**src/hw/rtl/assert_macros.svh**
```systemverilog
// Assertion helpers used by the filter chain top.
`ifndef ASSERT_MACROS_SVH
`define ASSERT_MACROS_SVH

// Consequent must hold in the same cycle as the antecedent.
`define ASSERT_SAME(lbl, ck, rs, ante, cons, msg) \
  lbl: assert property (@(posedge ck) disable iff (rs) (ante) |-> (cons)) else $error(msg);

// Consequent must hold in the cycle after the antecedent.
`define ASSERT_NEXT(lbl, ck, rs, ante, cons, msg) \
  lbl: assert property (@(posedge ck) disable iff (rs) (ante) |=> (cons)) else $error(msg);

`endif

```
**src/hw/rtl/qpf_pkg.sv**
```systemverilog
package qpf_pkg;

  localparam int DEF_WINDOW_LEN  = 32;
  localparam int DEF_SAMPLE_BITS = 12;

  // Result field widths.
  localparam int BP_W    = 14;
  localparam int SLOPE_W = 13;
  localparam int SQ_W    = 24;
  localparam int INT_W   = 24;
  localparam int OUT_FIELDS_W = BP_W + SLOPE_W + SQ_W + INT_W;
  localparam int OUT_TDATA_W  = ((OUT_FIELDS_W + 7) / 8) * 8;

  // Filter geometry.
  localparam int LP_TAPS      = 12;
  localparam int LP_NOTCH_LAG = 6;
  localparam int HP_TAPS      = 32;
  localparam int HP_DELAY     = 15;
  localparam int DV_TAPS      = 4;

  localparam int LP_SHIFT  = 5;
  localparam int HP_SHIFT  = 5;
  localparam int DV_SHIFT  = 3;
  localparam int INT_SHIFT = 5;

  localparam logic [SQ_W-1:0] SQ_MAX = '1;

endpackage

```
**src/hw/rtl/qpf_lowpass.sv**
```systemverilog
module qpf_lowpass #(
  parameter int SAMPLE_BITS = qpf_pkg::DEF_SAMPLE_BITS
) (
  input  logic                          clk,
  input  logic                          rst,
  input  logic                          in_valid,
  output logic                          in_ready,
  input  logic signed [SAMPLE_BITS-1:0] in_sample,
  output logic                          out_valid,
  input  logic                          out_ready,
  output logic signed [SAMPLE_BITS:0]   out_lp
);
  import qpf_pkg::*;

  // The unshifted output is bounded by 36 times the largest sample.
  localparam int LPW = SAMPLE_BITS + 7;
  localparam int LPO = SAMPLE_BITS + 1;

  logic signed [SAMPLE_BITS-1:0] xd [LP_TAPS];
  logic signed [LPW-1:0]         y1;
  logic signed [LPW-1:0]         y2;
  logic signed [LPW-1:0]         y_next;
  logic                          load;

  assign in_ready = !out_valid || out_ready;
  assign load     = in_valid && in_ready;

  // Wrap-around arithmetic is exact because the true result fits in LPW bits.
  always_comb begin
    y_next = (y1 <<< 1) - y2 + LPW'(in_sample)
           - (LPW'(xd[LP_NOTCH_LAG-1]) <<< 1) + LPW'(xd[LP_TAPS-1]);
  end

  always_ff @(posedge clk) begin
    if (rst) begin
      out_valid <= 1'b0;
      y1        <= '0;
      y2        <= '0;
      for (int i = 0; i < LP_TAPS; i++) begin
        xd[i] <= '0;
      end
    end else begin
      if (load) begin
        out_valid <= 1'b1;
        y2        <= y1;
        y1        <= y_next;
        xd[0]     <= in_sample;
        for (int i = 1; i < LP_TAPS; i++) begin
          xd[i] <= xd[i-1];
        end
      end else if (out_ready) begin
        out_valid <= 1'b0;
      end
    end
  end

  always_ff @(posedge clk) begin
    if (load) begin
      out_lp <= LPO'(y_next >>> LP_SHIFT);
    end
  end

endmodule

```
**src/hw/rtl/qpf_highpass.sv**
```systemverilog
module qpf_highpass #(
  parameter int SAMPLE_BITS = qpf_pkg::DEF_SAMPLE_BITS
) (
  input  logic                             clk,
  input  logic                             rst,
  input  logic                             in_valid,
  output logic                             in_ready,
  input  logic signed [SAMPLE_BITS:0]      in_lp,
  output logic                             out_valid,
  input  logic                             out_ready,
  output logic signed [qpf_pkg::BP_W-1:0]  out_bp
);
  import qpf_pkg::*;

  localparam int LPO = SAMPLE_BITS + 1;
  localparam int HSW = SAMPLE_BITS + 6;
  localparam int HFW = SAMPLE_BITS + 2;
  localparam int HCW = (HFW > BP_W) ? HFW : BP_W;
  localparam logic signed [HCW-1:0] HP_HI = HCW'(2 ** (BP_W - 1) - 1);
  localparam logic signed [HCW-1:0] HP_LO = -HP_HI - HCW'(1);

  logic signed [LPO-1:0]  ld [HP_TAPS];
  logic signed [HSW-1:0]  sum;
  logic signed [HSW-1:0]  sum_next;
  logic signed [HFW-1:0]  hp_full;
  logic signed [HCW-1:0]  hp_ext;
  logic signed [BP_W-1:0] hp_sat;
  logic                   load;

  assign in_ready = !out_valid || out_ready;
  assign load     = in_valid && in_ready;

  always_comb begin
    sum_next = sum + HSW'(in_lp) - HSW'(ld[HP_TAPS-1]);
    hp_full  = HFW'(ld[HP_DELAY-1]) - HFW'(sum_next >>> HP_SHIFT);
    hp_ext   = HCW'(hp_full);
    if (hp_ext > HP_HI) begin
      hp_sat = BP_W'(HP_HI);
    end else if (hp_ext < HP_LO) begin
      hp_sat = BP_W'(HP_LO);
    end else begin
      hp_sat = BP_W'(hp_ext);
    end
  end

  always_ff @(posedge clk) begin
    if (rst) begin
      out_valid <= 1'b0;
      sum       <= '0;
      for (int i = 0; i < HP_TAPS; i++) begin
        ld[i] <= '0;
      end
    end else begin
      if (load) begin
        out_valid <= 1'b1;
        sum       <= sum_next;
        ld[0]     <= in_lp;
        for (int i = 1; i < HP_TAPS; i++) begin
          ld[i] <= ld[i-1];
        end
      end else if (out_ready) begin
        out_valid <= 1'b0;
      end
    end
  end

  always_ff @(posedge clk) begin
    if (load) begin
      out_bp <= hp_sat;
    end
  end

endmodule

```
**src/hw/rtl/qpf_slope.sv**
```systemverilog
module qpf_slope (
  input  logic                               clk,
  input  logic                               rst,
  input  logic                               in_valid,
  output logic                               in_ready,
  input  logic signed [qpf_pkg::BP_W-1:0]    in_bp,
  output logic                               out_valid,
  input  logic                               out_ready,
  output logic signed [qpf_pkg::BP_W-1:0]    out_bp,
  output logic signed [qpf_pkg::SLOPE_W-1:0] out_slope
);
  import qpf_pkg::*;

  localparam int DVW = BP_W + 3;
  localparam logic signed [DVW-1:0] DV_HI = DVW'(2 ** (SLOPE_W - 1) - 1);
  localparam logic signed [DVW-1:0] DV_LO = -DV_HI - DVW'(1);

  logic signed [BP_W-1:0]    dd [DV_TAPS];
  logic signed [DVW-1:0]     dv;
  logic signed [DVW-1:0]     dv_sh;
  logic signed [SLOPE_W-1:0] dv_sat;
  logic                      load;

  assign in_ready = !out_valid || out_ready;
  assign load     = in_valid && in_ready;

  always_comb begin
    dv = (DVW'(in_bp) <<< 1) + DVW'(dd[0]) - DVW'(dd[DV_TAPS-2])
       - (DVW'(dd[DV_TAPS-1]) <<< 1);
    dv_sh = dv >>> DV_SHIFT;
    if (dv_sh > DV_HI) begin
      dv_sat = SLOPE_W'(DV_HI);
    end else if (dv_sh < DV_LO) begin
      dv_sat = SLOPE_W'(DV_LO);
    end else begin
      dv_sat = SLOPE_W'(dv_sh);
    end
  end

  always_ff @(posedge clk) begin
    if (rst) begin
      out_valid <= 1'b0;
      for (int i = 0; i < DV_TAPS; i++) begin
        dd[i] <= '0;
      end
    end else begin
      if (load) begin
        out_valid <= 1'b1;
        dd[0]     <= in_bp;
        for (int i = 1; i < DV_TAPS; i++) begin
          dd[i] <= dd[i-1];
        end
      end else if (out_ready) begin
        out_valid <= 1'b0;
      end
    end
  end

  always_ff @(posedge clk) begin
    if (load) begin
      out_bp    <= in_bp;
      out_slope <= dv_sat;
    end
  end

endmodule

```
**src/hw/rtl/qpf_integrate.sv**
```systemverilog
module qpf_integrate #(
  parameter int WINDOW_LEN = qpf_pkg::DEF_WINDOW_LEN
) (
  input  logic                               clk,
  input  logic                               rst,
  input  logic                               in_valid,
  output logic                               in_ready,
  input  logic signed [qpf_pkg::BP_W-1:0]    in_bp,
  input  logic signed [qpf_pkg::SLOPE_W-1:0] in_slope,
  output logic                               out_valid,
  input  logic                               out_ready,
  output logic signed [qpf_pkg::BP_W-1:0]    out_bp,
  output logic signed [qpf_pkg::SLOPE_W-1:0] out_slope,
  output logic        [qpf_pkg::SQ_W-1:0]    out_sq,
  output logic        [qpf_pkg::INT_W-1:0]   out_int
);
  import qpf_pkg::*;

  localparam int PW   = 2 * SLOPE_W;
  localparam int SUMW = SQ_W + $clog2(WINDOW_LEN);
  localparam int SUMX = (SUMW > SQ_W + INT_SHIFT) ? SUMW : SQ_W + INT_SHIFT;

  // Square stage
  logic                      sq_valid;
  logic                      sq_ready;
  logic signed [BP_W-1:0]    sq_bp;
  logic signed [SLOPE_W-1:0] sq_slope;
  logic [SQ_W-1:0]           sq_val;
  logic signed [PW-1:0]      prod;
  logic [SQ_W-1:0]           prod_sat;
  logic                      sq_load;

  // Window stage
  logic [SQ_W-1:0]  ws [WINDOW_LEN];
  logic [SUMW-1:0]  sum;
  logic [SUMW-1:0]  sum_next;
  logic [SUMX-1:0]  sum_sh;
  logic [INT_W-1:0] int_sat;
  logic             win_load;

  assign in_ready = !sq_valid || sq_ready;
  assign sq_load  = in_valid && in_ready;
  assign sq_ready = !out_valid || out_ready;
  assign win_load = sq_valid && sq_ready;

  always_comb begin
    prod = PW'(in_slope) * PW'(in_slope);
    if (prod > PW'(SQ_MAX)) begin
      prod_sat = SQ_MAX;
    end else begin
      prod_sat = prod[SQ_W-1:0];
    end
  end

  always_comb begin
    sum_next = sum - SUMW'(ws[WINDOW_LEN-1]) + SUMW'(sq_val);
    sum_sh   = SUMX'(sum_next) >> INT_SHIFT;
    if (sum_sh > SUMX'(SQ_MAX)) begin
      int_sat = SQ_MAX;
    end else begin
      int_sat = sum_sh[INT_W-1:0];
    end
  end

  always_ff @(posedge clk) begin
    if (rst) begin
      sq_valid  <= 1'b0;
      out_valid <= 1'b0;
      sum       <= '0;
      for (int i = 0; i < WINDOW_LEN; i++) begin
        ws[i] <= '0;
      end
    end else begin
      if (sq_load) begin
        sq_valid <= 1'b1;
      end else if (sq_ready) begin
        sq_valid <= 1'b0;
      end
      if (win_load) begin
        out_valid <= 1'b1;
        sum       <= sum_next;
        ws[0]     <= sq_val;
        for (int i = 1; i < WINDOW_LEN; i++) begin
          ws[i] <= ws[i-1];
        end
      end else if (out_ready) begin
        out_valid <= 1'b0;
      end
    end
  end

  always_ff @(posedge clk) begin
    if (sq_load) begin
      sq_bp    <= in_bp;
      sq_slope <= in_slope;
      sq_val   <= prod_sat;
    end
    if (win_load) begin
      out_bp    <= sq_bp;
      out_slope <= sq_slope;
      out_sq    <= sq_val;
      out_int   <= int_sat;
    end
  end

endmodule

```
**src/hw/rtl/qrs_preprocess_filter_chain_top.sv**
```systemverilog
// Channel   Direction  Contents
// s_*       in         one ECG sample per item (tdata: sample)
// m_*       out        one result per item (tdata: bandpassed, slope, squared, integrated)
//
// One item is accepted per clock unless a stalled output has filled the pipeline. A result is
// registered by each stage in turn before it is offered on m_*.
// The chain is a pipeline of five registered stages: low pass, high pass,
// derivative, squaring and the moving-window sum. Each stage holds its item until
// the next stage can take it, so a stalled output fills the pipeline before
// s_tready drops. Synchronous reset clears all delay lines, sums and valid flags.
`include "assert_macros.svh"

module qrs_preprocess_filter_chain_top #(
  parameter int WINDOW_LEN  = qpf_pkg::DEF_WINDOW_LEN,
  parameter int SAMPLE_BITS = qpf_pkg::DEF_SAMPLE_BITS
) (
  input  logic                                   clk,
  input  logic                                   rst,
  input  logic                                   s_tvalid,
  output logic                                   s_tready,
  // s_tdata, from bit 0 up: sample, then zero fill to a whole byte
  input  logic [((SAMPLE_BITS + 7) / 8) * 8-1:0] s_tdata,
  output logic                                   m_tvalid,
  input  logic                                   m_tready,
  // m_tdata, from bit 0 up: bandpassed, slope, squared, integrated, zero fill
  output logic [qpf_pkg::OUT_TDATA_W-1:0]        m_tdata
);
  import qpf_pkg::*;

  localparam logic signed [SLOPE_W-1:0] SLOPE_MIN = {1'b1, {(SLOPE_W - 1){1'b0}}};

  // Only the low SAMPLE_BITS bits of tdata carry the sample.
  logic signed [SAMPLE_BITS-1:0] sample;
  assign sample = s_tdata[SAMPLE_BITS-1:0];

  // Stage hand-offs.
  logic                        lp_valid;
  logic                        lp_ready;
  logic signed [SAMPLE_BITS:0] lp_data;
  logic                        hp_valid;
  logic                        hp_ready;
  logic signed [BP_W-1:0]      hp_data;
  logic                        dv_valid;
  logic                        dv_ready;
  logic signed [BP_W-1:0]      dv_bp;
  logic signed [SLOPE_W-1:0]   dv_slope;

  // Result fields.
  logic signed [BP_W-1:0]    bandpassed;
  logic signed [SLOPE_W-1:0] slope;
  logic [SQ_W-1:0]           squared;
  logic [INT_W-1:0]          integrated;

  // Recursive low pass on the raw sample.
  qpf_lowpass #(
    .SAMPLE_BITS(SAMPLE_BITS)
  ) u_lowpass (
    .clk      (clk),
    .rst      (rst),
    .in_valid (s_tvalid),
    .in_ready (s_tready),
    .in_sample(sample),
    .out_valid(lp_valid),
    .out_ready(lp_ready),
    .out_lp   (lp_data)
  );

  // Delayed input minus the 32-item running mean, saturated to 14 bits.
  qpf_highpass #(
    .SAMPLE_BITS(SAMPLE_BITS)
  ) u_highpass (
    .clk      (clk),
    .rst      (rst),
    .in_valid (lp_valid),
    .in_ready (lp_ready),
    .in_lp    (lp_data),
    .out_valid(hp_valid),
    .out_ready(hp_ready),
    .out_bp   (hp_data)
  );

  // Five-point derivative divided by eight.
  qpf_slope u_slope (
    .clk      (clk),
    .rst      (rst),
    .in_valid (hp_valid),
    .in_ready (hp_ready),
    .in_bp    (hp_data),
    .out_valid(dv_valid),
    .out_ready(dv_ready),
    .out_bp   (dv_bp),
    .out_slope(dv_slope)
  );

  // Squaring then the moving-window sum; its last register is the output register.
  qpf_integrate #(
    .WINDOW_LEN(WINDOW_LEN)
  ) u_integrate (
    .clk      (clk),
    .rst      (rst),
    .in_valid (dv_valid),
    .in_ready (dv_ready),
    .in_bp    (dv_bp),
    .in_slope (dv_slope),
    .out_valid(m_tvalid),
    .out_ready(m_tready),
    .out_bp   (bandpassed),
    .out_slope(slope),
    .out_sq   (squared),
    .out_int  (integrated)
  );

  assign m_tdata = OUT_TDATA_W'({integrated, squared, slope, bandpassed});

  // The input can only be refused when every stage is full behind a stalled output.
  `ASSERT_SAME(a_full_only_on_stall, clk, rst, !s_tready, m_tvalid && !m_tready, "input refused without output stall")
  // An accepted item is always held by the first stage in the following cycle.
  `ASSERT_NEXT(a_accept_lands, clk, rst, s_tvalid && s_tready, lp_valid, "accepted item lost in low pass stage")
  // The squared field must match the delivered slope.
  `ASSERT_SAME(a_square_matches, clk, rst, m_tvalid, (slope == SLOPE_MIN && squared == SQ_MAX) || squared == SQ_W'(SQ_W'(slope) * SQ_W'(slope)), "squared field does not match slope")

endmodule
```
**config.mk**
```make
export PLATFORM = sky130hd
export DESIGN_NAME = qrs_preprocess_filter_chain_top
export DESIGN_NICKNAME = d
export VERILOG_FILES = /design/src/hw/rtl/qpf_pkg.sv /design/src/hw/rtl/qpf_lowpass.sv /design/src/hw/rtl/qpf_highpass.sv /design/src/hw/rtl/qpf_slope.sv /design/src/hw/rtl/qpf_integrate.sv /design/src/hw/rtl/qrs_preprocess_filter_chain_top.sv
export VERILOG_INCLUDE_DIRS = /design/src /design/src/hw/rtl
export SDC_FILE = /design/constraint.sdc
export NUM_CORES = 2
export LEC_CHECK = 0
export ABC_CLOCK_PERIOD_IN_PS = 20600
export BUFFER_PORTS_ARGS = -buffer_cell sky130_fd_sc_hd__buf_2
export CORE_ASPECT_RATIO = 1.4
export CORE_MARGIN = 8
export CORE_UTILIZATION = 23
export DETAILED_ROUTE_END_ITERATION = 8
export PLACE_DENSITY = 0.43
export SYNTH_ARGS = -nofsm -noshare
export SYNTH_HDL_FRONTEND = slang
export SYNTH_SLANG_ARGS = --single-unit
```
**constraint.sdc**
```tcl
create_clock -name clk -period 20.6 [get_ports clk]
set_input_delay 5.15 -clock clk [delete_from_list [all_inputs] [get_ports clk]]
set_output_delay 5.15 -clock clk [all_outputs]
set_load 0.03 [all_outputs]
```
* Word level (Yosys, flattened, before mapping)
Memory sizes are Yosys's and may differ from the RTL's.
Cells that the tools add are included.
** Word-level totals
- RAM bits :: 1384
- Bits of input ports :: 20
- Register bits :: 270
- Memories kept :: 4
- Output and inout bits :: 82
- Logic and storage cells :: 249
** Memory list
- u_integrate.ws :: words 32, width 24, rd ports 32, clocked after Yosys merged registers in 0, wr ports 32, line qpf_integrate.sv:34 : logic [SQ_W-1:0] ws [WINDOW_LEN];
- u_highpass.ld :: words 32, width 13, rd ports 32, clocked after Yosys merged registers in 0, wr ports 32, line qpf_highpass.sv:22 : logic signed [LPO-1:0] ld [HP_TAPS];
- u_lowpass.xd :: words 12, width 12, rd ports 12, clocked after Yosys merged registers in 0, wr ports 12, line qpf_lowpass.sv:19 : logic signed [SAMPLE_BITS-1:0] xd [LP_TAPS];
- u_slope.dd :: words 4, width 14, rd ports 4, clocked after Yosys merged registers in 0, wr ports 4, line qpf_slope.sv:18 : logic signed [BP_W-1:0] dd [DV_TAPS];
** Operators by class
- $mul :: 1
- $lt $le $gt $ge :: 6
- Reductions and logical operators :: 20
- Muxes and demuxes :: 106
- $add $sub $neg :: 12
- Bitwise logic cells :: 80
** Operators with widths (number)
- 24-bit 2-to-1 mux :: 32
- 13-bit 2-to-1 mux :: 33
- 12-bit 2-to-1 mux :: 12
- 1-bit OR :: 80
- 14-bit 2-to-1 mux :: 5
- 19-bit by 12-bit adder with 19-bit output :: 2
- 29-bit by 24-bit adder with 29-bit output :: 1
- 29-bit by 24-bit subtractor with 29-bit output :: 1
- 26-bit by 24-bit greater-than comparator with 1-bit output (second input constant) :: 1
- 13-bit by 13-bit multiplier with 26-bit output :: 1
- 24-bit greater-than comparator (second input constant) :: 1
- 1-bit 2-to-1 mux :: 24
- 19-bit by 13-bit subtractor with 19-bit output :: 1
- 19-bit subtractor :: 1
- 18-bit by 13-bit adder with 18-bit output :: 1
- 18-bit by 13-bit subtractor with 18-bit output :: 1
- 16-bit by 14-bit subtractor with 17-bit output :: 1
- 17-bit by 15-bit subtractor with 17-bit output :: 1
- 15-bit by 14-bit adder with 16-bit output :: 1
- 14-bit by 13-bit greater-than comparator with 1-bit output (second input constant) :: 1
- 14-bit greater-than comparator (second input constant) :: 1
- 14-bit by 13-bit less-than comparator with 1-bit output (second input constant) :: 1
- 14-bit less-than comparator (second input constant) :: 1
- 13-bit by 13-bit subtractor with 14-bit output :: 1
- 4 further kinds :: 20

* Depth between registers and ports, before layout
- Depth in word-level cells :: 11
- Depth in mapped cells :: 25
- Mapped depth without buffers :: 23

* Cells and area by module
From an unflattened synthesis, not the netlist that was laid out.
** Second synthesis, totals
- Cells, all modules :: 5228
- Area, all modules :: 73520.5 µm²
** By module, submodules not included
- qpf_integrate :: cells an instance 2857, instances 1, seq. area each 27466.3 µm², area an instance 41210.8 µm²
- qpf_highpass :: cells an instance 1228, instances 1, seq. area each 13292.7 µm², area an instance 18245.0 µm²
- qpf_lowpass :: cells an instance 769, instances 1, seq. area each 5455.2 µm², area an instance 9367.7 µm²
- qpf_slope :: cells an instance 368, instances 1, seq. area each 2512.4 µm², area an instance 4655.7 µm²
- qrs_preprocess_filter_chain_top :: cells an instance 6, instances 1, seq. area each 0.0 µm², area an instance 41.3 µm²

* Worst setup path after synthesis
OpenSTA, ideal clock, no wires.
- Path type :: input to register
- Start point :: input port m_tready
- End point :: register u_integrate.sum[12]
- Library setup time :: 770 ps
- Buffers on the path :: 1
- Path slack :: -1043 ps
- Arrival time :: 20873 ps
- Stages on the path :: 7
- Required time :: 19830 ps
- Path through :: nor2b_1 nand2b_1 clkbuf_1 inv_1 nor2_1 inv_1 o21ai_0
** On the way
- Cells in the longest elaborated chain, start to end :: 2
** Ends and longest elaborated chain
- start, declared :: line qrs_preprocess_filter_chain_top.sv:24 : input logic m_tready,
- 1-bit logical OR :: line qpf_integrate.sv:43 : assign sq_ready = !out_valid || out_ready;
- 1-bit logical AND :: line qpf_integrate.sv:44 : assign win_load = sq_valid && sq_ready;
- end signal, assigned :: line qpf_integrate.sv:81 : sum <= sum_next;
- end, declared :: line qpf_integrate.sv:35 : logic [SUMW-1:0] sum;
No other way between the ends.
A chain may end at the register's enable or synchronous reset.

* Final worst setup path
- Start point :: input port m_tready
- End point :: output port s_tready
** On the way
- Cells in the longest elaborated chain, start to end :: 5
** Ends and longest elaborated chain
- 1-bit logical OR :: line qpf_integrate.sv:43
- 1-bit logical OR :: line qpf_integrate.sv:41 : assign in_ready = !sq_valid || sq_ready;
- 1-bit logical OR :: line qpf_slope.sv:24 : assign in_ready = !out_valid || out_ready;
- 1-bit logical OR :: line qpf_highpass.sv:30 : assign in_ready = !out_valid || out_ready;
- 1-bit logical OR :: line qpf_lowpass.sv:25 : assign in_ready = !out_valid || out_ready;
- end, declared :: line qrs_preprocess_filter_chain_top.sv:20 : output logic s_tready,
No other way between the ends.

==> results.cfg <==
[status]
run_status = finished, final reports clean

[clocking]
clock_latency_ns = 0.83
cts.sinks = 1652
cts_tree = built
numCtsBuffers = 188
h-tree-depth = 4
cts.path.max_buffers = 4
cts-root-buf = clkbuf_16
cts_setup_buffers = 0
clkTransAtPathRegs_ns = 0.06
cts.repair.resized = 0
cts_hold_buf = 0

[timing]
min_period_ns = 12.15
setup_tns_ns = 0
whs_ns = 0.4140
rsz0062_at_grt = no
fin_crit_sh = 0.5898
timing.fmax_mhz = 82.31
setup_violations = 0
drv_slew = 0
clock_skew_ns = 0.08724
tightest_slew_ns = 1.483
hold_viol_final = 0
max_slew_margin = 0.01129

[synth]
synthTopCellsByCount = edfxtp_1 (1564), and2_1 (813), nor2b_1 (565)
synth_area_leader_cell = edfxtp_1
synth_warnings = 0
synthXorXnorAreaFrac = 0.01245
yosys.area_share.simple = 0.1479
synth.most_common_cell = edfxtp_1
syn_inst = 5055
yosys_most_used_dff = edfxtp_1
synth_edf_count = 1564
ys_types = 78
synth-seq-cells = 1652
synth_mux_area_frac = 0.0002764
synth_top_cell_area_share = 0.6483
synth_area_leaders = edfxtp_1 (65%), fa_1 (7.2%), and2_1 (7.0%), nor2b_1 (4.9%), ha_1 (2.9%)
synth_top_family_by_area = simple AND/OR/NAND/NOR gates
synth_adder_area_share = 0.1016
syn_avg_cell_area_um2 = 14.33
yosysSeqAreaShare = 0.6727
async_flop_share = 0
synth_compound_area_frac = 0.03050
synth_area_um2 = 72440

[route]
dr.pass1.iters = 4
drt_iter0_drc = 1996
vias_per_cell = 3.839
routed_wl_um = 138000
antenna_left = 0
drcViolationCount = 0
wire_per_inst_um = 14.52
vias = 36484

[place]
portBuffers = 92
gp_congestion = 0.7615
post-dp-hpwl_um = 82570

[floorplan]
core_um2 = 314500
initial_utilization = 0.2304
num_rows = 244
die_width_um = 490.3
ios = 102
die_area_um2 = 333400
dieHeight_um = 680.0

[critical_path]
end_kind = output pin
worstPathArrival_ns = 7.00
crit_path_start_kind = primary input
cp.required_ns = 15.45
worstPathMaxFanout = 5
crit_type = primary input to output pin

[flow_run]
max-cap-violations = 0

[global_route]
grt_first_pass_wirelength_um = 221500
grt_pass1_vias = 38107
grt_overflow = 0
grt_use_total = 0.08116
grt_max_degree = 265
antenna_found_initial = 17

[cells_and_area]
synthToLayoutAreaGrowth_pct = 15.40
finish.net_count = 5625
drive_gt1_frac = 0.07970

[min_path]
hold_path.class = flop to flop
-- metal layers --
| layer | vias up | wire [um] | GRT usage |
|---|---|---|---|
| met4 | 4 | 4750 | 0.02722 |
| met1 | 18493 | 64440 | 0.1108 |
| met2 | 429 | 63870 | 0.1300 |
| met3 | 246 | 4913 | 0.01528 |
| li1 | 17312 | - | - |
| met5 | - | 25 | 0 |
-- sequential cells by signal, indices dropped and copies added (netlist names), 13 cells and up --
register               cells
u_highpass.ld            416
u_highpass.out_bp         14
u_highpass.sum            18
u_integrate.out_bp        14
u_integrate.out_int       24
u_integrate.out_slope     13
u_integrate.out_sq        24
u_integrate.sq_bp         14
u_integrate.sq_slope      13
u_integrate.sq_val        24
u_integrate.sum           29
u_integrate.ws           768
u_lowpass.out_lp          13
u_lowpass.xd             144
u_lowpass.y1              18
u_lowpass.y2              18
u_slope.dd                56
u_slope.out_bp            14
u_slope.out_slope         13
-- final timing paths --
kind / cells after the start / start / endpoint / slack [ns]
hold reg to reg: 0 / u_integrate.sq_slope[4] / u_integrate.out_slope[4] / 0.41
setup reg to reg: 20 / u_slope.out_slope[12] / u_integrate.sq_val[2] / 13.17
hold / removal: 0 / u_integrate.sq_slope[4] / u_integrate.out_slope[4] / 0.41
setup / recovery: 5 / m_tready / s_tready / 8.45
-- stage by stage --
| stage | area [um2] | instances | util | setup slack (ns) |
|---|---|---|---|---|
| finish | 83600 | 9504 | 0.2659 | 8.451 |
| floorplan | 72460 | 5060 | - | 2.533 |
| global placement | 77780 | 9167 | 0.2474 | 8.391 |
| global route | 83600 | 9503 | 0.2658 | 8.382 |
| detailed placement | 77780 | 9167 | 0.2474 | 8.380 |
| CTS | 83590 | 9502 | 0.2658 | 8.377 |
-- logic make-up (layout without fill, tap and decap cells) --
family,count (synthesis),count (layout)
AOI/OAI and AO/OA,340,340
adders and majority gates,432,432
xor gates and xnor gates,103,103
and+or+nand+nor,1864,1864
buffers and inverters,661,921
other,1,8
muxes,2,2
DFF,1652,1652
-- worst max-delay path, stage by stage --
cell     delay [ns]
buf_2          0.10
nor2b_1        0.74
and3_1         0.44
nand3_1        0.29
buf_2          0.27
-- cell usage in the layout, fill, tap and decap left out, types with 33 or more instances in the layout --
| cell type | instances |
|---|---|
| and2_1 | 813 |
| ha_1 | 169 |
| nor2_1 | 126 |
| edfxtp_1 | 1564 |
| clkbuf_1 | 48 |
| nor2b_1 | 565 |
| clkbuf_16 | 189 |
| inv_1 | 449 |
| nor3_1 | 62 |
| o21ai_0 | 48 |
| clkinv_1 | 38 |
| dfxtp_1 | 88 |
| xnor2_1 | 70 |
| nand2_1 | 217 |
| a21oi_1 | 140 |
| buf_2 | 91 |
| buf_4 | 35 |
| fa_1 | 261 |
| xor2_1 | 33 |
-- final cells by class --
class	instances	area (um2)
multi-input combinational	2747	21270
sequential	1652	48730
antenna	2	5.005
inverter	454	1715
fill	32434	230900
clock buffer	242	4979
timing repair buffer	132	833.3
clock inverter	93	834.6
tap	4182	5233
Power is not shown: default switching activity piles up to over one toggle a cycle in this logic, so the estimate is an artifact.
